$ cat src/iph_pkg.sv
// ----------------------------------------------------------------------------
// iph_pkg
// Shared types and constants for the IR pulse pattern hash block.
// ----------------------------------------------------------------------------
package iph_pkg;

    // Width of one captured duration
    localparam int DURATION_BITS = 16;
    // Width of the tolerance products (value * 10 needs four more bits)
    localparam int PROD_BITS     = DURATION_BITS + 4;

    localparam int HASH_BITS     = 32;
    localparam int COUNT_BITS    = 8;

    // FNV-1 constants
    localparam logic [HASH_BITS-1:0]  HASH_PRIME  = 32'd16777619;
    localparam logic [HASH_BITS-1:0]  HASH_BASIS  = 32'd2166136261;

    localparam logic [COUNT_BITS-1:0] COUNT_MAX         = 8'd255;
    localparam logic [COUNT_BITS-1:0] COUNT_FIRST_CMP   = 8'd3;
    localparam logic [COUNT_BITS-1:0] MIN_SAMPLES_RESET = 8'd6;

    // Tolerance factors: 20 percent band
    localparam logic [3:0] TOL_HI = 4'd10;
    localparam logic [3:0] TOL_LO = 4'd8;

    // Comparison symbols
    typedef enum logic [1:0] {
        SYM_SHORTER = 2'd0,
        SYM_EQUAL   = 2'd1,
        SYM_LONGER  = 2'd2
    } t_symbol;

    // One input item as held in the input register
    typedef struct packed {
        logic [DURATION_BITS-1:0] duration;
        logic                     frame_end;
    } t_item;

    // Tolerance compare of a new duration against the one two items back
    function automatic t_symbol tol_compare(input logic [DURATION_BITS-1:0] older,
                                            input logic [DURATION_BITS-1:0] newer);
        logic [PROD_BITS-1:0] new_hi;
        logic [PROD_BITS-1:0] new_lo;
        logic [PROD_BITS-1:0] old_hi;
        logic [PROD_BITS-1:0] old_lo;
        t_symbol              sym;
        new_hi = PROD_BITS'(newer) * PROD_BITS'(TOL_HI);
        new_lo = PROD_BITS'(newer) * PROD_BITS'(TOL_LO);
        old_hi = PROD_BITS'(older) * PROD_BITS'(TOL_HI);
        old_lo = PROD_BITS'(older) * PROD_BITS'(TOL_LO);
        if (new_hi < old_lo) begin
            sym = SYM_SHORTER;
        end else if (old_hi < new_lo) begin
            sym = SYM_LONGER;
        end else begin
            sym = SYM_EQUAL;
        end
        return sym;
    endfunction

endpackage

$ cat src/ir_pulse_pattern_hash_top.sv
// ----------------------------------------------------------------------------
// ir_pulse_pattern_hash_top
// IR pulse pattern hash: FNV-1 hash of mark/space tolerance symbols per frame.
// ----------------------------------------------------------------------------
// Accepts one duration item per clock. An item passes an input register and is
// folded into the frame hash in the next cycle by one constant multiply and one
// tolerance compare, so the block sustains one item per cycle; a frame-end item
// writes the result register and a new frame starts right behind it. A frame-end
// item passes the input register and then the result register. Input stalls only
// when a frame-end item meets a result that has not been taken yet. min_samples is
// sampled when the frame result is formed; write it only while the block idles.
module ir_pulse_pattern_hash_top
    import iph_pkg::*;
(
    input  logic                     i_clk,
    input  logic                     i_rst_n,
    // configuration: min_samples
    input  logic                     i_cfg_wr_en,
    input  logic [COUNT_BITS-1:0]    i_cfg_wr_data,
    // input items
    input  logic                     s_axis_tvalid,
    output logic                     s_axis_tready,
    input  logic [DURATION_BITS-1:0] s_axis_tdata,   // [15:0] duration
    input  logic                     s_axis_tlast,   // frame_end
    // results
    output logic                     m_axis_tvalid,
    input  logic                     m_axis_tready,
    output logic [HASH_BITS-1:0]     m_axis_tdata,   // [31:0] hash_value
    output logic                     m_axis_tuser    // [0] recognised
);

    logic [COUNT_BITS-1:0] r_min_samples;
    t_item                 in_item;
    t_item                 reg_item;
    logic                  reg_valid;
    logic                  core_ready;

    // Configuration register
    always_ff @(posedge i_clk) begin
        if (!i_rst_n) begin
            r_min_samples <= MIN_SAMPLES_RESET;
        end else if (i_cfg_wr_en) begin
            r_min_samples <= i_cfg_wr_data;
        end
    end

    assign in_item.duration  = s_axis_tdata;
    assign in_item.frame_end = s_axis_tlast;

    iph_in_reg u_in_reg (
        .i_clk   (i_clk),
        .i_rst_n (i_rst_n),
        .i_valid (s_axis_tvalid),
        .o_ready (s_axis_tready),
        .i_item  (in_item),
        .o_valid (reg_valid),
        .i_ready (core_ready),
        .o_item  (reg_item)
    );

    iph_hash_core u_core (
        .i_clk         (i_clk),
        .i_rst_n       (i_rst_n),
        .i_min_samples (r_min_samples),
        .i_valid       (reg_valid),
        .o_ready       (core_ready),
        .i_item        (reg_item),
        .o_valid       (m_axis_tvalid),
        .i_ready       (m_axis_tready),
        .o_hash        (m_axis_tdata),
        .o_recognised  (m_axis_tuser)
    );

endmodule

$ cat src/iph_in_reg.sv
// ----------------------------------------------------------------------------
// iph_in_reg
// Input register: captures one item per cycle unless the hash core stalls, and hands it on.
// ----------------------------------------------------------------------------
module iph_in_reg
    import iph_pkg::*;
(
    input  logic  i_clk,
    input  logic  i_rst_n,
    // upstream
    input  logic  i_valid,
    output logic  o_ready,
    input  t_item i_item,
    // downstream
    output logic  o_valid,
    input  logic  i_ready,
    output t_item o_item
);

    logic  r_valid;
    t_item r_item;

    // Take a new item when empty or when the held one moves on
    assign o_ready = !r_valid || i_ready;

    always_ff @(posedge i_clk) begin
        if (!i_rst_n) begin
            r_valid <= 1'b0;
        end else if (o_ready) begin
            r_valid <= i_valid;
        end
    end

    always_ff @(posedge i_clk) begin
        if (o_ready && i_valid) begin
            r_item <= i_item;
        end
    end

    assign o_valid = r_valid;
    assign o_item  = r_item;

endmodule

$ cat src/iph_hash_core.sv
// ----------------------------------------------------------------------------
// iph_hash_core
// Frame state, tolerance compare, FNV-1 fold and the result register.
// ----------------------------------------------------------------------------
module iph_hash_core
    import iph_pkg::*;
(
    input  logic                  i_clk,
    input  logic                  i_rst_n,
    input  logic [COUNT_BITS-1:0] i_min_samples,
    // item from the input register
    input  logic                  i_valid,
    output logic                  o_ready,
    input  t_item                 i_item,
    // result
    output logic                  o_valid,
    input  logic                  i_ready,
    output logic [HASH_BITS-1:0]  o_hash,
    output logic                  o_recognised
);

    logic [DURATION_BITS-1:0] r_dur0;
    logic [DURATION_BITS-1:0] r_dur1;
    logic [COUNT_BITS-1:0]    r_count;
    logic [HASH_BITS-1:0]     r_hash;
    logic                     r_out_valid;
    logic [HASH_BITS-1:0]     r_out_hash;
    logic                     r_out_rec;

    logic [COUNT_BITS-1:0]    n_count;
    logic [HASH_BITS-1:0]     n_hash;
    logic [HASH_BITS-1:0]     hash_mul;
    t_symbol                  sym;
    logic                     advance;
    logic                     recog;

    // Only a frame end needs room in the result register
    assign o_ready = !i_item.frame_end || !r_out_valid || i_ready;
    assign advance = i_valid && o_ready;

    // Compare against the duration two items back, fold into the hash
    always_comb begin
        sym      = tol_compare(r_dur1, i_item.duration);
        hash_mul = r_hash * HASH_PRIME;
        if (r_count >= COUNT_FIRST_CMP) begin
            n_hash = hash_mul ^ HASH_BITS'(sym);
        end else begin
            n_hash = r_hash;
        end
        if (r_count != COUNT_MAX) begin
            n_count = r_count + 1'b1;
        end else begin
            n_count = r_count;
        end
        recog = (n_count >= i_min_samples);
    end

    // Frame state; cleared after each frame end
    always_ff @(posedge i_clk) begin
        if (!i_rst_n) begin
            r_dur0  <= '0;
            r_dur1  <= '0;
            r_count <= '0;
            r_hash  <= HASH_BASIS;
        end else if (advance) begin
            if (i_item.frame_end) begin
                r_dur0  <= '0;
                r_dur1  <= '0;
                r_count <= '0;
                r_hash  <= HASH_BASIS;
            end else begin
                r_dur0  <= i_item.duration;
                r_dur1  <= r_dur0;
                r_count <= n_count;
                r_hash  <= n_hash;
            end
        end
    end

    // Result register
    always_ff @(posedge i_clk) begin
        if (!i_rst_n) begin
            r_out_valid <= 1'b0;
        end else if (advance && i_item.frame_end) begin
            r_out_valid <= 1'b1;
        end else if (i_ready) begin
            r_out_valid <= 1'b0;
        end
    end

    always_ff @(posedge i_clk) begin
        if (advance && i_item.frame_end) begin
            r_out_hash <= recog ? n_hash : '0;
            r_out_rec  <= recog;
        end
    end

    assign o_valid      = r_out_valid;
    assign o_hash       = r_out_hash;
    assign o_recognised = r_out_rec;

    // Assertions
    a_reset_no_result: assert property (@(posedge i_clk)
        !i_rst_n |=> !r_out_valid)
        else $error("result valid right after reset");

    a_frame_clear: assert property (@(posedge i_clk) disable iff (!i_rst_n)
        (advance && i_item.frame_end) |=> (r_count == '0 && r_hash == HASH_BASIS))
        else $error("frame state not cleared after frame end");

    a_count_moves: assert property (@(posedge i_clk) disable iff (!i_rst_n)
        (advance && !i_item.frame_end) |=> (r_count != '0))
        else $error("sample count did not advance");

    a_unrecognised_zero: assert property (@(posedge i_clk) disable iff (!i_rst_n)
        (r_out_valid && !r_out_rec) |-> (r_out_hash == '0))
        else $error("unrecognised frame with nonzero hash");

    a_no_result_overrun: assert property (@(posedge i_clk) disable iff (!i_rst_n)
        (r_out_valid && !i_ready) |-> !(advance && i_item.frame_end))
        else $error("result overwritten while stalled");

endmodule

$ cat config.mk
export PLATFORM = sky130hd
export DESIGN_NAME = ir_pulse_pattern_hash_top
export DESIGN_NICKNAME = d
export VERILOG_FILES = /design/src/iph_pkg.sv /design/src/ir_pulse_pattern_hash_top.sv /design/src/iph_in_reg.sv /design/src/iph_hash_core.sv
export SDC_FILE = /design/constraint.sdc
export NUM_CORES = 1
export LEC_CHECK = 0
export BUFFER_PORTS_ARGS = -buffer_cell sky130_fd_sc_hd__buf_2
export CORE_ASPECT_RATIO = 1.25
export CORE_MARGIN = 10
export CORE_UTILIZATION = 50
export DETAILED_ROUTE_END_ITERATION = 12
export GPL_TIMING_DRIVEN = 0
export MAX_ROUTING_LAYER = met4
export PLACE_DENSITY = 0.64
export SYNTH_ARGS = -nofsm -noshare
export SYNTH_HDL_FRONTEND = slang
export SYNTH_HIERARCHICAL = 1
export SYNTH_SLANG_ARGS = --single-unit
$ cat constraint.sdc
create_clock -name i_clk -period 14.7 [get_ports i_clk]
set_input_delay 4.41 -clock i_clk [delete_from_list [all_inputs] [get_ports i_clk]]
set_output_delay 4.41 -clock i_clk [all_outputs]
set_load 0.02 [all_outputs]
== After elaboration in Yosys (flattened, before gate mapping) ==
Cells that the tools add are included.

* Bits in registers: 132
* Word-level logic and storage cells: 41

* Multiply operators: 3
* $add $sub $neg: 1
* Reduce and logical (&&, ||, !) cells: 10
* Eq/ne operators: 1
* Muxes and demuxes: 10
* Bitwise logic cells: 1
* $lt $le $gt $ge: 4

{| class="wikitable"
|+ Operators with widths
! kind !! number
|-
| 32-bit 2-to-1 mux || 2
|-
| 20-bit by 19-bit less-than comparator with 1-bit output || 2
|-
| 16-bit by 3-bit multiplier with 19-bit output, second input constant || 2
|-
| 32-bit by 25-bit multiplier with 32-bit output, second input constant || 1
|-
| 16-bit 2-to-1 mux || 2
|-
| 32-bit by 2-bit bitwise XOR with 32-bit output || 1
|-
| 8-bit 2-to-1 mux || 2
|-
| 8-bit by 1-bit adder with 8-bit output, second input constant || 1
|-
| 8-bit by 2-bit >= comparator with 1-bit output, second input constant || 1
|-
| 8-bit >= comparator || 1
|-
| 8-bit inequality test, second input constant || 1
|-
| 2-bit 2-to-1 mux || 2
|-
| 1-bit logical AND || 3
|-
| 1-bit logical NOT || 3
|-
| 1-bit logical OR || 3
|-
| 1-bit 2-to-1 mux || 2
|-
| 2-bit nonzero test || 1
|}

== Longest topological paths before layout ==
Gate-level depths: netlist of run 1.

* Depth in word-level cells: 7
* Mapped depth: 21
* Gate-level depth less buffers: 21

== Modules after synthesis ==
The synthesis of run 1 kept the hierarchy.

{| class="wikitable"
|+ By module, submodules not included
! module !! instances !! cells an instance !! area each (um^2)
|-
| iph_hash_core || 1 || 1378 || 12409.4
|-
| iph_in_reg || 1 || 22 || 568.0
|-
| ir_pulse_pattern_hash_top || 1 || 25 || 296.5
|}

== Worst setup path before layout of run 1 ==
No wires, ideal clock.

* Path type: input -> output
* Start point: input m_axis_tready
* End point: output s_axis_tready
* Path slack: 5.530 ns
* Data arrival time: 4.760 ns
* Stages: 2
* Cells stage by stage: nand3b_1 nand2b_4

* Cells in the longest elaborated chain, start to end: 2

{| class="wikitable"
|+ RTL lines
! element !! RTL line !! RTL
|-
| start, declared || ir_pulse_pattern_hash_top.sv:27 || <nowiki>input logic m_axis_tready,</nowiki>
|-
| 1-bit logical OR || iph_hash_core.sv:38 || <nowiki>assign o_ready = !i_item.frame_end || !r_out_valid || i_ready;</nowiki>
|-
| 1-bit logical OR || iph_in_reg.sv:24 || <nowiki>assign o_ready = !r_valid || i_ready;</nowiki>
|-
| end, declared || ir_pulse_pattern_hash_top.sv:22 || <nowiki>output logic s_axis_tready,</nowiki>
|}

No other way between the ends.

== Final worst setup path of run 1 ==
* Start point: input m_axis_tready
* End point: output s_axis_tready

* Cells in the longest elaborated chain, start to end: 2

{| class="wikitable"
|+ RTL lines
! element !! RTL line !! RTL
|-
| 1-bit logical OR || iph_hash_core.sv:38 ||
|-
| via core_ready || ir_pulse_pattern_hash_top.sv:36 || <nowiki>logic core_ready;</nowiki>
|-
| 1-bit logical OR || iph_in_reg.sv:24 ||
|}

The timed path passes the listed nets, and every way through them passes these cells.

==> results of run 1 <==
layout make-up:
class | instances | share of cell area (%)
Multi-Input combinational cell | 1042 | 62.8
Sequential cell | 132 | 21.5
Inverter | 209 | 5.37
Clock buffer | 25 | 3.48
Tap cell | 340 | 2.91
Timing Repair Buffer | 63 | 2.16
Buffer | 42 | 1.15
Clock inverter | 7 | 0.634
cells in the final DEF, fill, tap and decap left out, types with 36 or more instances in the layout:
| master | n |
|---|---|
| fa_1 | 76 |
| nand2_1 | 120 |
| clkbuf_1 | 42 |
| o21ai_0 | 39 |
| a21boi_0 | 36 |
| xnor2_1 | 47 |
| ha_1 | 281 |
| a21oi_1 | 70 |
| edfxtp_1 | 50 |
| inv_1 | 208 |
| buf_2 | 65 |
| dfxtp_1 | 82 |
| nor2_1 | 61 |
path summary, 6_finish.rpt:
kind	start	to	cells after the start
setup / recovery	m_axis_tready	s_axis_tready	4
hold reg to reg	u_core/r_dur0[3]	u_core/r_dur0[3]	2
hold / removal	u_core/r_dur0[3]	u_core/r_dur0[3]	2
setup reg to reg	u_core/r_hash[7]	u_core/o_hash[31]	19
metrics by stage:
stage | utilization, % | hold WS (ns)
final | 56.0 | 0.460
after floorplan | - | 0.440
after global routing | 56.0 | 0.477
after detailed placement | 53.7 | 0.456
after CTS | 56.0 | 0.464
after global placement | 53.7 | 0.450
registers in the layout (all words and copies together) (netlist names):
name	cells
u_core/o_hash	32
u_core/r_hash	32
u_in_reg/o_item	17
u_core/r_dur0	16
u_core/r_dur1	16
r_min_samples	8
u_core/r_count	8
u_core/o_recognised	1
u_core/o_valid	1
u_in_reg/o_valid	1
worst max-delay path, delay by kind of cell:
family        cells  cell delay, ns
buf+inv           2            0.26
simple gates      2            0.42
power by group through the flow:
stage,Clock (mW),Combinational (mW),Sequential [mW]
after global routing,0.457,0.132,0.395
after global placement,0,0.114,0.402
after floorplan,0,0.0800,0.403
after detailed placement,0,0.116,0.402
final,0.437,0.115,0.394
after CTS,0.447,0.117,0.394
layer usage:
metal / part of all wire (%) / up-vias
met5: 0 / -
met4: 3.3 / 0
met3: 2.3 / 62
met2: 54 / 194
met1: 40 / 4938
li1: - / 5061
kinds of logic (layout without fill, tap and decap cells):
kind of cell / count (synthesis) / in the layout
AO/OA/AOI/OAI: 271 / 271
XOR/XNOR: 66 / 66
adder cells (fa/ha/maj): 357 / 357
buffers and inverters: 251 / 346
flip-flops: 132 / 132
multiplexers: 13 / 13
AND/OR/NAND/NOR: 335 / 335
==> flow_metrics.tcl, run 1 <==
set metrics [dict create \
    dieArea_mm2 0.0335 \
    drcViolationCount 0 \
    maxSlewHeadroom_pct 46.8 \
    regArea_mm2 0.00314 \
    worst_skew_pair.late_latency_ns 0.43 \
    viasPerCell 5.51 \
    synth.most_common_cell "ha_1" \
    yosys_warnings 6 \
    fp.dieW_um 166 \
    synth_edf_count 50 \
    ys_ff_latch 132 \
    track_usage_pct 20.4 \
    crit_arrival_ns 5.08 \
    worst_slew_pin_slew_ns 0.797 \
    dp_cells 1828 \
    antenna_found_initial 0 \
    path_cells "buf_2 > nand3b_1 > nand2b_4 > buf_2" \
    rsz0062_at_grt "false" \
    nets 1894 \
    grt_pass1_vias 10600 \
    synthMuxAreaShare_pct 0.990 \
    fillers 2439 \
    synth_commonest_cells "ha_1, inv_1, nand2_1, dfxtp_1, fa_1" \
    synth_xor_area_share_pct 4.35 \
    synth_area_mm2 0.0133 \
    cp-start-kind "input pin" \
    power_density_mw_per_mm2 64.7 \
    syn-num-nets 1812 \
    cts.path.max_buffers 2 \
    synth_area_leaders "ha_1, dfxtp_1, fa_1" \
    report.final.slew_viol_count 0 \
    crit_fanout 3 \
    use_met2_pct 37.8 \
    gr-max-usage-layer "met2" \
    ant_nets 0 \
    synthToLayoutAreaGrowth_pct 10.1 \
    core_mm2 0.0261 \
    p_sw_share_pct 24.8 \
    io_pins 65 \
    postCtsSetupRepairBufs 0 \
    cts_root_buffer "clkbuf_16" \
    use_met1_pct 21.6 \
    drtIter0Drc 546 \
    finalSetupViolCount 0 \
    synth_compound_area_share_pct 13.5 \
    seqPwrFrac_pct 41.6 \
    p_leak_nw 7.04 \
    port_buffers 63 \
    grt_pass1_wl_um 53700 \
    ys_types 65 \
    synth_top_cell_area_share_pct 26.5 \
    pwr-share-comb_pct 12.2 \
    synth_top_area_cell "ha_1" \
    synth_top_family_by_area "adder cells" \
    design_area_mm2 0.0146 \
    synthArstFlopShare_pct 0 \
    dp.final_hpwl_um 27200 \
    place_ws_ns 5.20 \
    multi_input_area_mm2 0.00918 \
    htreeDepth 4 \
    antennaDiodeCount 0 \
    post_cts_resized 0 \
    clock_sinks 132 \
    setup_ws_ns 5.21 \
    clkPwrFrac_pct 46.2 \
    max_stage_delay_ns 0.22 \
    cp_common_cell "buf_2" \
    grt_max_degree 34 \
    period_needed_ns 9.49 \
    path_clk_slew_ns 0.05 \
    use_met3_pct 1.96 \
    ys_seq_area_share_pct 23.7 \
    initial_core_util_pct 50.9 \
    layout-drive-gt1-share_pct 6.78 \
    wl_per_cell_um 17.8 \
    fin_setup_tns_ns 0 \
    synth_fa_ha_area_share_pct 37.9 \
    p_int_mw 0.711 \
    critPathRequiredTime_ns 10.29 \
    ir_drop_mv 0.0520 \
    hold_violations 0 \
    syn_avg_cell_area_um2 9.32 \
    crit_path_end_kind "primary output" \
    syn_inst 1425 \
    synth-main-ff-cell "dfxtp_1" \
    max_freq_ghz 0.105 \
    num_vias 10300 \
    outcome "completed" \
    hold_class "reg2reg" \
    cap_violations 0 \
    p_sw_mw 0.235 \
    wl_um 33200 \
    fin_cells 1860 \
    slowest_stage "nand3b_1" \
    gp_congestion 0.901 \
    grt_overflow 0 \
    dpl_cell_area_mm2 0.0140 \
    die_h_um 202 \
    finalCritPeriodShare_pct 64.6 \
    hold_buffers 0 \
    cts_tree "yes" \
    rows 66 \
    worst_clock_skew_ns 0.0122 \
    rrSetupSlack_ns 8.53 \
    dr.pass1.iters 5 \
    numCtsBuffers 17 \
    critical_path_class "in2out" \
    power_mw 0.946 \
    synthSimpleGateAreaFrac_pct 12.4 \
]
Power figures use the tool's default switching activity.
==> inputs of run 2 (changes only) <==
Settings changed: ABC_AREA set to 1.
Clock period 14.7 ns to 9.6 ns, I/O delays scaled along.
==> flow_metrics.tcl, run 2 <==
set metrics [dict create \
    synth.most_common_cell "inv_1" \
    drcViolationCount 0 \
    gr-max-usage-layer "met2" \
    synth_top_cell_area_share_pct 25.3 \
    ys_types 53 \
    setup_ws_ns 3.07 \
    hold_class "reg2reg" \
    synth_top_area_cell "ha_1" \
    wl_um 35600 \
    post_cts_resized 0 \
    worst_slew_pin_slew_ns 0.823 \
    syn_inst 1703 \
    max_freq_ghz 0.153 \
    cts_root_buffer "clkbuf_16" \
    final_util_pct 55.5 \
    final_common_cell "inv_1" \
    syn_avg_cell_area_um2 8.17 \
    path_clk_slew_ns 0.06 \
    path_cells "buf_2 > nor2_1 > nand2_1 > inv_2 > nand2_2 > buf_2" \
    critical_path_class "in2out" \
    rows 68 \
    grt_overflow 0 \
    report.final.slew_viol_count 0 \
    p_leak_nw 7.85 \
    dp.final_hpwl_um 29300 \
    nets 2174 \
    yosys_warnings 6 \
    crit_path_end_kind "primary output" \
    hold_slack_ns 0.460 \
    synth_area_mm2 0.0139 \
    die_h_um 207 \
    num_vias 11200 \
    track_usage_pct 21.5 \
    dr.pass1.iters 5 \
    initial_core_util_pct 50.5 \
    rsz0062_at_grt "false" \
    holdPathStages 2 \
    cp-start-kind "input pin" \
    grt_max_degree 35 \
    cts_tree "yes" \
    dieArea_mm2 0.0349 \
    gp_congestion 0.986 \
    maxSlewHeadroom_pct 45.1 \
    layout-drive-gt1-share_pct 11.1 \
    design_area_mm2 0.0153 \
    viasPerCell 5.23 \
    synth-main-ff-cell "dfxtp_1" \
    power_mw 2.48 \
    worst_clock_skew_ns 0.00654 \
    synth_commonest_cells "inv_1, nand2_1, ha_1, a21oi_1, dfxtp_1" \
    antennaDiodeCount 0 \
    dpl_cell_area_mm2 0.0147 \
    cp_common_cell "buf_2" \
    period_needed_ns 6.53 \
    critPathRequiredTime_ns 6.72 \
    synthArstFlopShare_pct 0 \
    place_ws_ns 3.05 \
    clock_sinks 132 \
    port_buffers 64 \
    crit_arrival_ns 3.65 \
    core_mm2 0.0276 \
    reg2reg_depth 23 \
    use_met3_pct 2.49 \
    numCtsBuffers 17 \
    grt_pass1_wl_um 58000 \
    power_density_mw_per_mm2 162 \
    synth_edf_count 50 \
    slowest_stage "nor2_1" \
    postCtsSetupRepairBufs 0 \
    fin_setup_tns_ns 0 \
    htreeDepth 4 \
    cap_violations 0 \
    max_stage_delay_ns 0.20 \
    ys_seq_area_share_pct 22.6 \
    synth_area_leaders "ha_1, dfxtp_1, fa_1" \
    syn-num-nets 2090 \
    drtIter0Drc 567 \
    synthToLayoutAreaGrowth_pct 9.87 \
    fp.dieW_um 169 \
    final_cell_mix "inv_1, nand2_1, ha_1, a21oi_1, dfxtp_1" \
    outcome "completed" \
    grt_pass1_vias 11600 \
    hold_violations 0 \
    finalCritPeriodShare_pct 68.0 \
    fin_cells 2150 \
    hold_buffers 0 \
    worst_skew_pair.late_latency_ns 0.43 \
    use_met1_pct 23.0 \
    ant_nets 0 \
    use_met2_pct 39.9 \
    wl_per_cell_um 16.5 \
    finalSetupViolCount 0 \
    ys_ff_latch 132 \
    io_pins 65 \
    ir_drop_mv 0.118 \
    fillers 2658 \
    antenna_found_initial 0 \
    dp_cells 2118 \
    crit_fanout 2 \
    cts.path.max_buffers 2 \
]
[run 2: cell count changes after synthesis, moves of 16 or more]
cell and delta:
a21o_1 -16, a21boi_0 -35, nand3b_1 -18, a22oi_1 -19, xnor2_1 -19, clkbuf_1 -16, nand3_1 +24, nand2_1 +200
inv_1 +125, nor2b_1 -33, a21oi_1 +66, or3_1 -19
[run 2: where the power goes]
group          leakage [nW]  switching [mW]  internal, mW
Sequential             1.12          0.0221         0.599
Combinational          6.44           0.744         0.444
Clock                 0.284           0.281         0.389
Total                  7.85            1.05          1.43
[run 2: area by class of cell]
type	count	area, µm²	area share, %
tap	350	438	2.86
sequential	132	3140	20.6
clock buffer	17	425	2.78
buffer	32	148	0.966
multi-input combinational	1193	9330	61.0
clock inverter	15	171	1.12
inverter	346	1300	8.50
timing repair buffer	65	335	2.19
[run 2: kinds of logic after synthesis]
group	synth area share (%)
adder cells (fa/ha/maj)	36.2
AO/OA/AOI/OAI	10.6
buffers and inverters	10.4
XOR/XNOR	3.14
AND/OR/NAND/NOR	17.0
multiplexers	0.0719
flip-flops	22.6
[run 2: final timing paths]
| path | startpoint | endpoint | slack (ns) |
|---|---|---|---|
| worst max-delay path | m_axis_tready | s_axis_tready | 3.07 |
| worst min-delay path | u_core/r_dur0[13] | u_core/r_dur1[13] | 0.46 |
| worst max register to register | u_core/r_hash[3] | u_core/o_hash[31] | 4.11 |
| worst min register to register | u_core/r_dur0[13] | u_core/r_dur1[13] | 0.46 |
[run 2: per-layer routing]
layer,wire [µm],vias to the layer above
met5,0,-
met4,920,0
met3,1050,49
met2,19100,183
met1,14500,5315
li1,-,5691
[run 2: critical path: cells and delay by family]
kind	cells	cell delay [ns]
buffers and inverters	3	0.35
and+or+nand+nor	3	0.41
